**config.mk**
```make
export PLATFORM = sky130hd
export DESIGN_NAME = integer_square_root
export DESIGN_NICKNAME = d
export VERILOG_FILES = /design/src/rtl/isr_pkg.sv /design/src/rtl/isr_datapath.sv /design/src/rtl/isr_ctrl.sv /design/src/rtl/integer_square_root.sv
export SDC_FILE = /design/constraint.sdc
export NUM_CORES = 1
export LEC_CHECK = 0
export ABC_AREA = 0
export BUFFER_PORTS_ARGS = -buffer_cell sky130_fd_sc_hd__buf_2
export CORE_MARGIN = 2
export CORE_UTILIZATION = 25
export DETAILED_ROUTE_END_ITERATION = 10
export PLACE_DENSITY = 0.41
export SLEW_MARGIN = 40
export SYNTH_ARGS = -nofsm -noshare
export SYNTH_HDL_FRONTEND = slang
export SYNTH_HIERARCHICAL = 1
export SYNTH_SLANG_ARGS = --single-unit
```
**constraint.sdc**
```tcl
create_clock -name clk_i -period 2.3 [get_ports clk_i]
set_clock_uncertainty 0.1 [all_clocks]
set_input_delay 0.575 -clock clk_i [delete_from_list [all_inputs] [get_ports clk_i]]
set_output_delay 0.575 -clock clk_i [all_outputs]
set_load 0.01 [all_outputs]
```
**src/rtl/isr_pkg.sv**
```systemverilog
`timescale 1ns / 1ps
`default_nettype none

package isr_pkg;

  // Root width; the radicand is twice as wide.
  localparam int ROOT_BITS  = 16;
  localparam int RADICAND_W = 2 * ROOT_BITS;
  // Partial remainder never exceeds twice the partial root.
  localparam int REM_W      = ROOT_BITS + 1;
  localparam int CNT_W      = (ROOT_BITS > 2) ? $clog2(ROOT_BITS) : 1;

  typedef enum logic [1:0] {
    ST_IDLE,
    ST_CALC,
    ST_PUBLISH
  } isr_state_e;

  // Controller to datapath.
  typedef struct packed {
    logic load;
    logic step;
    logic publish;
  } isr_cmd_t;

  // Datapath to controller.
  typedef struct packed {
    logic last_step;
  } isr_status_t;

endpackage

`default_nettype wire

```
**src/rtl/isr_datapath.sv**
```systemverilog
`timescale 1ns / 1ps
`default_nettype none

module isr_datapath
  import isr_pkg::*;
(
  input  wire logic                  clk_i,
  input  wire logic                  rst_ni,
  input  wire isr_cmd_t              cmd_i,
  output isr_status_t                status_o,
  input  wire logic [RADICAND_W-1:0] radicand_i,
  output logic      [ROOT_BITS-1:0]  root_o
);

  logic [RADICAND_W-1:0] rad_q, rad_d;
  logic [REM_W-1:0]      rem_q, rem_d;
  logic [ROOT_BITS-1:0]  root_q, root_d;
  logic [ROOT_BITS-1:0]  res_q, res_d;
  logic [CNT_W-1:0]      cnt_q, cnt_d;

  logic [1:0]            pair;
  logic [REM_W:0]        rem_sh;
  logic [REM_W:0]        trial;
  logic [REM_W+1:0]      diff;
  logic                  fits;

  // One root bit per step: bring down two radicand bits, try (root << 2) | 1.
  always_comb begin
    pair   = rad_q[RADICAND_W-1 -: 2];
    rem_sh = {rem_q[ROOT_BITS-1:0], pair};
    trial  = {root_q, 2'b01};
    diff   = {1'b0, rem_sh} - {1'b0, trial};
    fits   = !diff[REM_W+1];
  end

  always_comb begin
    rad_d  = rad_q;
    rem_d  = rem_q;
    root_d = root_q;
    res_d  = res_q;
    cnt_d  = cnt_q;
    if (cmd_i.load) begin
      rad_d  = radicand_i;
      rem_d  = '0;
      root_d = '0;
      cnt_d  = CNT_W'(ROOT_BITS - 1);
    end else if (cmd_i.step) begin
      rad_d  = {rad_q[RADICAND_W-3:0], 2'b00};
      rem_d  = fits ? diff[REM_W-1:0] : rem_sh[REM_W-1:0];
      root_d = {root_q[ROOT_BITS-2:0], fits};
      cnt_d  = cnt_q - 1'b1;
    end
    if (cmd_i.publish) begin
      res_d = root_q;
    end
  end

  always_ff @(posedge clk_i) begin
    rad_q  <= rad_d;
    rem_q  <= rem_d;
    root_q <= root_d;
    res_q  <= res_d;
  end

  always_ff @(posedge clk_i or negedge rst_ni) begin
    if (!rst_ni) begin
      cnt_q <= '0;
    end else begin
      cnt_q <= cnt_d;
    end
  end

  assign status_o.last_step = (cnt_q == '0);
  assign root_o             = res_q;

endmodule

`default_nettype wire

```
**src/rtl/isr_ctrl.sv**
```systemverilog
`timescale 1ns / 1ps
`default_nettype none

module isr_ctrl
  import isr_pkg::*;
(
  input  wire logic        clk_i,
  input  wire logic        rst_ni,
  input  wire logic        in_valid_i,
  output logic             in_stall_o,
  output logic             out_valid_o,
  input  wire logic        out_stall_i,
  output isr_cmd_t         cmd_o,
  input  wire isr_status_t status_i
);

  isr_state_e state_q, state_d;
  logic       out_valid_q, out_valid_d;
  logic       out_free;

  // Result register can take a new root this cycle.
  assign out_free = !out_valid_q || !out_stall_i;

  always_comb begin
    state_d = state_q;
    unique case (state_q)
      ST_IDLE:    if (in_valid_i)         state_d = ST_CALC;
      ST_CALC:    if (status_i.last_step) state_d = ST_PUBLISH;
      ST_PUBLISH: if (out_free)           state_d = ST_IDLE;
      default:                            state_d = ST_IDLE;
    endcase
  end

  always_comb begin
    in_stall_o    = 1'b1;
    cmd_o         = '0;
    unique case (state_q)
      ST_IDLE: begin
        in_stall_o = 1'b0;
        cmd_o.load = in_valid_i;
      end
      ST_CALC: begin
        cmd_o.step = 1'b1;
      end
      ST_PUBLISH: begin
        cmd_o.publish = out_free;
      end
      default: begin
        in_stall_o = 1'b1;
      end
    endcase
  end

  always_comb begin
    out_valid_d = out_valid_q;
    if (cmd_o.publish) begin
      out_valid_d = 1'b1;
    end else if (out_valid_q && !out_stall_i) begin
      out_valid_d = 1'b0;
    end
  end

  always_ff @(posedge clk_i or negedge rst_ni) begin
    if (!rst_ni) begin
      state_q     <= ST_IDLE;
      out_valid_q <= 1'b0;
    end else begin
      state_q     <= state_d;
      out_valid_q <= out_valid_d;
    end
  end

  assign out_valid_o = out_valid_q;

endmodule

`default_nettype wire

```
**src/rtl/integer_square_root.sv**
```systemverilog
`timescale 1ns / 1ps
`default_nettype none

// Integer square root: each transaction on the input carries an unsigned
// 32-bit radicand and produces one transaction on the output carrying the
// 16-bit floor of its square root (zero gives zero, one gives one). The root
// is built by a restoring digit-by-digit unit that settles one root bit per
// cycle. The radicand is loaded at the edge that accepts it. Then the 16
// iterations of the shared subtract-and-compare step run, one per root bit,
// and a publish step moves the root into the output register. One item is
// in flight at a time. The next is accepted at the earliest in the cycle
// after the root has been published. A new item is accepted even while the
// previous result still waits in the output register; publishing is held
// off only while an earlier result sits there stalled. No state is kept
// between items and there are no configuration registers.

module integer_square_root
  import isr_pkg::*;
(
  input  wire logic                  clk_i,
  input  wire logic                  rst_ni,
  input  wire logic                  in_valid_i,
  output logic                       in_stall_o,
  input  wire logic [RADICAND_W-1:0] radicand_i,
  output logic                       out_valid_o,
  input  wire logic                  out_stall_i,
  output logic      [ROOT_BITS-1:0]  root_o
);

  isr_cmd_t    cmd;
  isr_status_t status;

  // Sequencer: load, iterate, publish into the output register.
  isr_ctrl u_ctrl (
    .clk_i      (clk_i),
    .rst_ni     (rst_ni),
    .in_valid_i (in_valid_i),
    .in_stall_o (in_stall_o),
    .out_valid_o(out_valid_o),
    .out_stall_i(out_stall_i),
    .cmd_o      (cmd),
    .status_i   (status)
  );

  // Remainder/root registers, iteration counter and result register.
  isr_datapath u_datapath (
    .clk_i     (clk_i),
    .rst_ni    (rst_ni),
    .cmd_i     (cmd),
    .status_o  (status),
    .radicand_i(radicand_i),
    .root_o    (root_o)
  );

endmodule

`default_nettype wire

```
==> implementation parameters, run 1 <==
Parameter                              Value

Global routing
  Overall track demand over capacity in global routing    12.24%
  Initial antenna violation count    0
  Number of global-route vias before repair    3547
  Maximum number of pins on one net before global-route repair    33
  GRT Residual Overflow    0
  Wire length of the first global-routing pass    18570 µm

CTS
  Clock slew seen by the registers of the worst setup and hold paths    0.07 ns
  CTS tree    built
  Clock root buffer master    clkbuf_16
  Cts bufs inserted    9
  Clock latency on the worst-skew pair    0.35 ns
  H-tree Lvls    3
  Count of clock tree sinks    87
  Worst-case clock buffer depth    2

Routing
  Number of vias in the routed layout    3511
  Starting DRC count in detailed routing    147
  Drt drc    0
  Ratio of routed vias to standard cells    4.572
  First-pass DRT Iterations    4
  Final Routed Wirelength    11450 µm
  Post-detailed-route count of antenna-violating nets    0
  Avg WL per Cell    14.91 µm

Floorplan
  FP Rows    49
  Top-level port count    54
  Die Wd    138.1 µm
  Core Region    17780 µm²
  Die area    19080 µm²
  Die outline height    138.1 µm
  Initial core utilization    25.29%

STA
  Slew headroom    72.22%
  RSZ-0062 raised after global routing    true
  Post-route worst setup slack    0.01510 ns
  Minimum clock period after layout    2.285 ns
  Worst slew pin tran    0.4158 ns
  Portion of the clock cycle consumed by the worst path in the final layout    99.34%
  Total setup violations reported at the end of the flow    0
  Max-slew violation count    0
  Final hold violation count    0
  Upper clock frequency limit    0.4377 GHz

Place
  HPWL Detailed    8021 µm
  Gp weighted congestion    0.8094
  Worst slack, placed    -0.2068 ns
  Cell area reported after detailed placement    5558 µm²
  Placed cell count    739
  IO buf count    53

Logic synthesis
  Sequential share of the synthesized area    50.19%
  Most repeated cell in the gate-level netlist after synthesis    edfxtp_1
  Synthesized Nets    458
  Synth top area share    32.05%
  Netlist area before placement    4497 µm²
  Post-Syn Area per Cell    11.13 µm²
  Top cells by count, synth    edfxtp_1 (48), nor2_1 (33), dfxtp_1 (32)
  Top_reg_cell synth    edfxtp_1
  Synth area leader    edfxtp_1
  Number of library cell types mapped by synthesis    60
  Number of synthesized register bits    87
  Synthesized instance count    404
  Count of flip-flops with a built-in enable after synthesis    48
  Post-synth ARST share    8.046%
  Warnings from Yosys    6
  Leading cell types by total area after synthesis    edfxtp_1 (32%), dfxtp_1 (14%), mux2_2 (7.5%), ha_1 (5.0%), dfrtp_1 (3.9%)

Cells and area
  Number of diodes added for antenna fixing    0
  Post-route standard cell area excluding fillers    6372 µm²
  Final Instance Count excl. Fillers    768
  Net count reported at finish    588
  Area added between synthesis and finish    41.71%
  Layout cell share with drive strength beyond 1    48.79%

Setup path
  Worst Path Class, Setup    flip-flop to flip-flop
  Critical path's top delay family    compound AO/OA/AOI/OAI gates
  Kind of capture point of the worst setup path    flip-flop
  Critical path fanouts, max    5
  Required arrival time at the worst endpoint    2.45 ns
  Critical path arrival    2.44 ns
  Standard cell with the maximum stage delay on the critical path    or4_4
  Cells along the critical path    inv_2 > ha_4 > a41o_1 > a221oi_4 > buf_4 > a211oi_4 > buf_6 > or4_4 > o311ai_4
  Delay contributed by the slowest stage of the critical path    0.42 ns
  Worst path buffer plus inverter count    3
  Nature of the critical path startpoint    flip-flop

Power
  PnR Total Power    11.72 mW
  Static leakage    2.654 nW
  Cell Pwr Density    1839 nW/µm²
  Highest ir drop seen on vdd    0.5809 mV

Flow run
  Max-cap viol count    0

Worst hold path
  Worst hold-check path type    input pin to flip-flop

Outcome
  Result of the run    finished, final reports clean
==> per-stage QoR <==
step / TNS, ns / hold slack [ns] / utilization (%)
after floorplan: 0 / 0.1794 / -
after global placement: -0.8280 / 0.3178 / 31.26
after detailed placement: -1.301 / 0.3255 / 31.26
after CTS: 0 / 0.3463 / 34.18
after global routing: -0.2966 / 0.3856 / 35.84
final: 0 / 0.3563 / 35.84
==> where the power goes <==
group          internal (mW)  total [mW]  switching, mW
registers               2.49        2.84          0.350
clock network          0.839        1.47          0.627
logic                   3.86        7.41           3.55
total                   7.19        11.7           4.52
==> worst paths after layout <==
kind / from / to / slack [ns] / cells after the start
max reg2reg: u_datapath/root_q[6]$_SDFFE_PP0P_ / u_datapath/rem_q[1]$_SDFFE_PP0P_ / 0.02 / 9
max: u_datapath/root_q[6]$_SDFFE_PP0P_ / u_datapath/rem_q[1]$_SDFFE_PP0P_ / 0.02 / 9
min in group asynchronous: rst_ni / u_datapath/cnt_q[0]$_DFFE_PN0P_ / 0.49 / 2
min: out_stall_i / u_ctrl/out_valid_o$_DFFE_PN0P_ / 0.36 / 3
min reg2reg: u_datapath/root_q[14]$_SDFFE_PP0P_ / u_datapath/root_o[14]$_DFFE_PP_ / 0.42 / 0
max in group asynchronous: rst_ni / u_datapath/cnt_q[2]$_DFFE_PN0P_ / 1.44 / 2
==> cells in the final DEF, fill, tap and decap left out, types with 15 or more instances in the layout <==
cell type  count
buf_2         53
buf_4         82
dfxtp_1       17
dfxtp_2       15
edfxtp_1      48
inv_1         20
mux2_2        30
mux2i_1       15
nand2_1       18
nor2_1        32
==> tightest hold or removal path, stage by stage <==
cell and delay [ns]:
buf_2 0.09, nand2_1 0.06, nand2_1 0.05
==> layout make-up <==
class,count,area (µm²)
clock buffer,10,229.0
clock inverter,6,60.06
fill,1784,11410
inverter,24,90.09
multi-input combinational,265,2372
sequential,87,2276
tap,229,286.5
timing repair buffer,147,1059
==> metal layers <==
layer	up-vias	wire [µm]	GRT usage, %
met5	-	0	0
met4	0	170	4.296
met3	14	552	3.637
met2	61	5472	19.70
met1	1688	5256	15.70
li1	1748	-	-
==> registers in the layout, indices dropped and copies added, names as in the netlist <==
register,flops
u_ctrl/state_q,2
u_datapath/rad_q,32
u_datapath/rem_q,16
u_datapath/root_q,16
u_datapath/cnt_q,4
u_datapath/root_o,16
u_ctrl/out_valid_o,1
==> what timing repair did <==
action                     CTS  global route
pin swaps                   14            21
hold endpoints to repair     7             0
cloned                       1             0
setup buffers                7             4
hold buffers                 1             0
resized for setup           33            53
setup endpoints to repair   15            17
==> cells by family (layout without fill, tap and decap cells) <==
family / count (synthesis) / after routing / share of synthesized area [%]
DFF: 87 / 87 / 50.19
buffers and inverters: 53 / 187 / 5.509
muxes: 45 / 45 / 10.85
adders and majority gates: 18 / 18 / 5.008
and+or+nand+nor: 102 / 102 / 11.38
AOI/OAI and AO/OA: 85 / 86 / 14.33
xor gates and xnor gates: 14 / 14 / 2.727
No activity file was read; power rests on OpenSTA's default activity.
==> run 2: changes to the inputs <==
Settings changed: SETUP_SLACK_MARGIN from default to 0.5.
==> implementation parameters, run 2 (synthesis results as in run 1) <==
Parameter                              Value

Flow run
  Max-cap viol count    0

Setup path
  Critical path fanouts, max    4
  Cells along the critical path    inv_2 > ha_4 > nor2b_4 > o31a_4 > buf_4 > o21ai_4 > o311ai_1 > a311o_1 > o31ai_1
  Standard cell with the maximum stage delay on the critical path    a311o_1
  Required arrival time at the worst endpoint    2.45 ns
  Reg2Reg Launch Point    u_datapath/root_q[0]$_SDFFE_PP0P_
  Kind of capture point of the worst setup path    flip-flop
  Worst reg2reg endpoint    u_datapath/rem_q[12]$_SDFFE_PP0P_
  Worst Path Class, Setup    flip-flop to flip-flop
  Reg2reg setup slack    0.04 ns
  Nature of the critical path startpoint    flip-flop
  Reg2reg path depth    9
  Delay contributed by the slowest stage of the critical path    0.35 ns
  Critical path arrival    2.41 ns

STA
  Total setup violations reported at the end of the flow    0
  Minimum clock period after layout    2.257 ns
  Post-route worst setup slack    0.04325 ns
  RSZ-0062 raised after global routing    true
  Worst slew pin tran    0.4205 ns
  Tightest hold margin    0.3570 ns
  Portion of the clock cycle consumed by the worst path in the final layout    98.12%
  Upper clock frequency limit    0.4431 GHz
  Final hold violation count    0
  Slew headroom    71.84%
  Max-slew violation count    0

CTS
  CTS tree    built
  Clock root buffer master    clkbuf_16
  Clock latency on the worst-skew pair    0.35 ns
  Cts bufs inserted    9
  Count of clock tree sinks    87
  Worst-case clock buffer depth    2
  H-tree Lvls    3
  Clock slew seen by the registers of the worst setup and hold paths    0.07 ns

Worst hold path
  Worst min-delay path endpoint    u_ctrl/out_valid_o$_DFFE_PN0P_
  Beginning of the worst hold path    out_stall_i
  Worst hold path depth    3
  Worst hold-check path type    input pin to flip-flop

Cells and area
  Layout cell share with drive strength beyond 1    53.32%
  Number of diodes added for antenna fixing    0
  Register with the most flip-flops    u_datapath/rad_q
  Multi-input gate area in the final layout    2619 µm²
  Max FFs per register    32
  Net count reported at finish    606
  Commonest non-fill, non-tap cells in the layout    buf_4 (82), buf_2 (52), edfxtp_1 (48), nor2_1 (32), mux2_4 (30)
  Final standard cell utilization of the core    38.39%
  Sequential cell area in the final layout    2282 µm²
  Area added between synthesis and finish    51.78%
  Final Instance Count excl. Fillers    786
  Most common library cell in the layout ignoring fill and taps    buf_4
  Number of filler cells placed in the layout    1747

Power
  PnR Total Power    12.46 mW
  Static leakage    2.865 nW
  Cell Pwr Density    1825 nW/µm²
  Highest ir drop seen on vdd    0.5446 mV

Routing
  Drt drc    0
  Ratio of routed vias to standard cells    4.659
  First-pass DRT Iterations    4
  Starting DRC count in detailed routing    186
  Number of vias in the routed layout    3662
  Avg WL per Cell    16.45 µm
  Post-detailed-route count of antenna-violating nets    0
  Final Routed Wirelength    12930 µm

Floorplan
  FP Rows    49
  Die outline height    138.1 µm
  Die area    19080 µm²
  Top-level port count    54
  Die Wd    138.1 µm
  Core Region    17780 µm²
  Initial core utilization    25.29%

Global routing
  Number of global-route vias before repair    3778
  Routing usage on met2    22.20%
  Initial antenna violation count    0
  Top Usage Layer GRT    met2
  Met1 GRT Util    17.15%
  Maximum number of pins on one net before global-route repair    49
  Met3 Use GR    2.910%
  Wire length of the first global-routing pass    20170 µm
  GRT Residual Overflow    0
  Overall track demand over capacity in global routing    13.33%

Place
  Gp weighted congestion    0.7975
  Placed cell count    728
  IO buf count    53
  HPWL Detailed    8048 µm
  Worst slack, placed    -0.1906 ns

Outcome
  Result of the run    finished, final reports clean
==> run 2: cell count changes in the layout (fill, tap and decap cells not counted), sizes merged <==
cell / previous run / this run
nand2: 19 / 22
inv: 25 / 24
bufinv: 1 / 0
or3: 1 / 2
buf: 146 / 159
clkinvlp: 1 / 4
==> run 2: how the worst max path moves through the flow <==
stage                                              endpoint                               from  slack (ns)
after floorplan            u_datapath/rem_q[1]$_SDFFE_PP0P_  u_datapath/root_q[5]$_SDFFE_PP0P_        0.07
after global placement     u_datapath/rem_q[7]$_SDFFE_PP0P_   u_datapath/rem_q[9]$_SDFFE_PP0P_       -0.12
after detailed placement   u_datapath/rem_q[3]$_SDFFE_PP0P_  u_datapath/root_q[0]$_SDFFE_PP0P_       -0.19
after CTS                  u_datapath/rem_q[4]$_SDFFE_PP0P_  u_datapath/root_q[0]$_SDFFE_PP0P_        0.02
after global routing       u_datapath/rem_q[3]$_SDFFE_PP0P_  u_datapath/root_q[0]$_SDFFE_PP0P_       -0.03
final                     u_datapath/rem_q[12]$_SDFFE_PP0P_  u_datapath/root_q[0]$_SDFFE_PP0P_        0.04
==> run 2: per-layer routing <==
metal	wire, µm	up-vias	share of wire [%]
li1	-	1795	-
met1	5945	1782	46
met2	6247	70	48
met3	538	15	4.2
met4	201	0	1.6
met5	0	-	0
==> run 2: report_power, final <==
part	internal, mW	switching [mW]
combinational	4.29	3.84
sequential	2.50	0.385
clock	0.751	0.680
==> run 2: final cells by class <==
type | count | share of cell area (%)
flip-flops and latches | 87 | 33.44
clock inverters | 6 | 0.7883
inverters | 24 | 1.430
multi-input cells | 269 | 38.37
well taps | 229 | 4.198
repair inverters | 1 | 0.07333
clock buffers | 10 | 3.355
repair buffers | 160 | 18.35
==> run 2: repair_timing <==
item	CTS	global route
endpoints found under the setup margin	54	89
hold endpoints to repair	7	0
pin swaps	31	33
cloned	5	3
resized for setup	49	87
buffers inserted	17	16
hold buffers	1	0
==> run 2: worst max-delay path: cells and delay by family, from the launching register on <==
family / cells / cell delay [ns]
AND/OR/NAND/NOR: 1 / 0.13
AO/OA/AOI/OAI: 5 / 1.14
buffers and inverters: 2 / 0.20
flip-flops: 1 / 0.34
adder cells (fa/ha/maj): 1 / 0.23
==> run 2: stage by stage <==
step	setup TNS (ns)	instance area (µm²)
2_1_floorplan	0	4603
3_3_place_gp	-1.082	5553
3_5_place_dp	-1.750	5553
4_1_cts	0	6296
5_1_grt	-0.1037	6825
6_report	0	6825
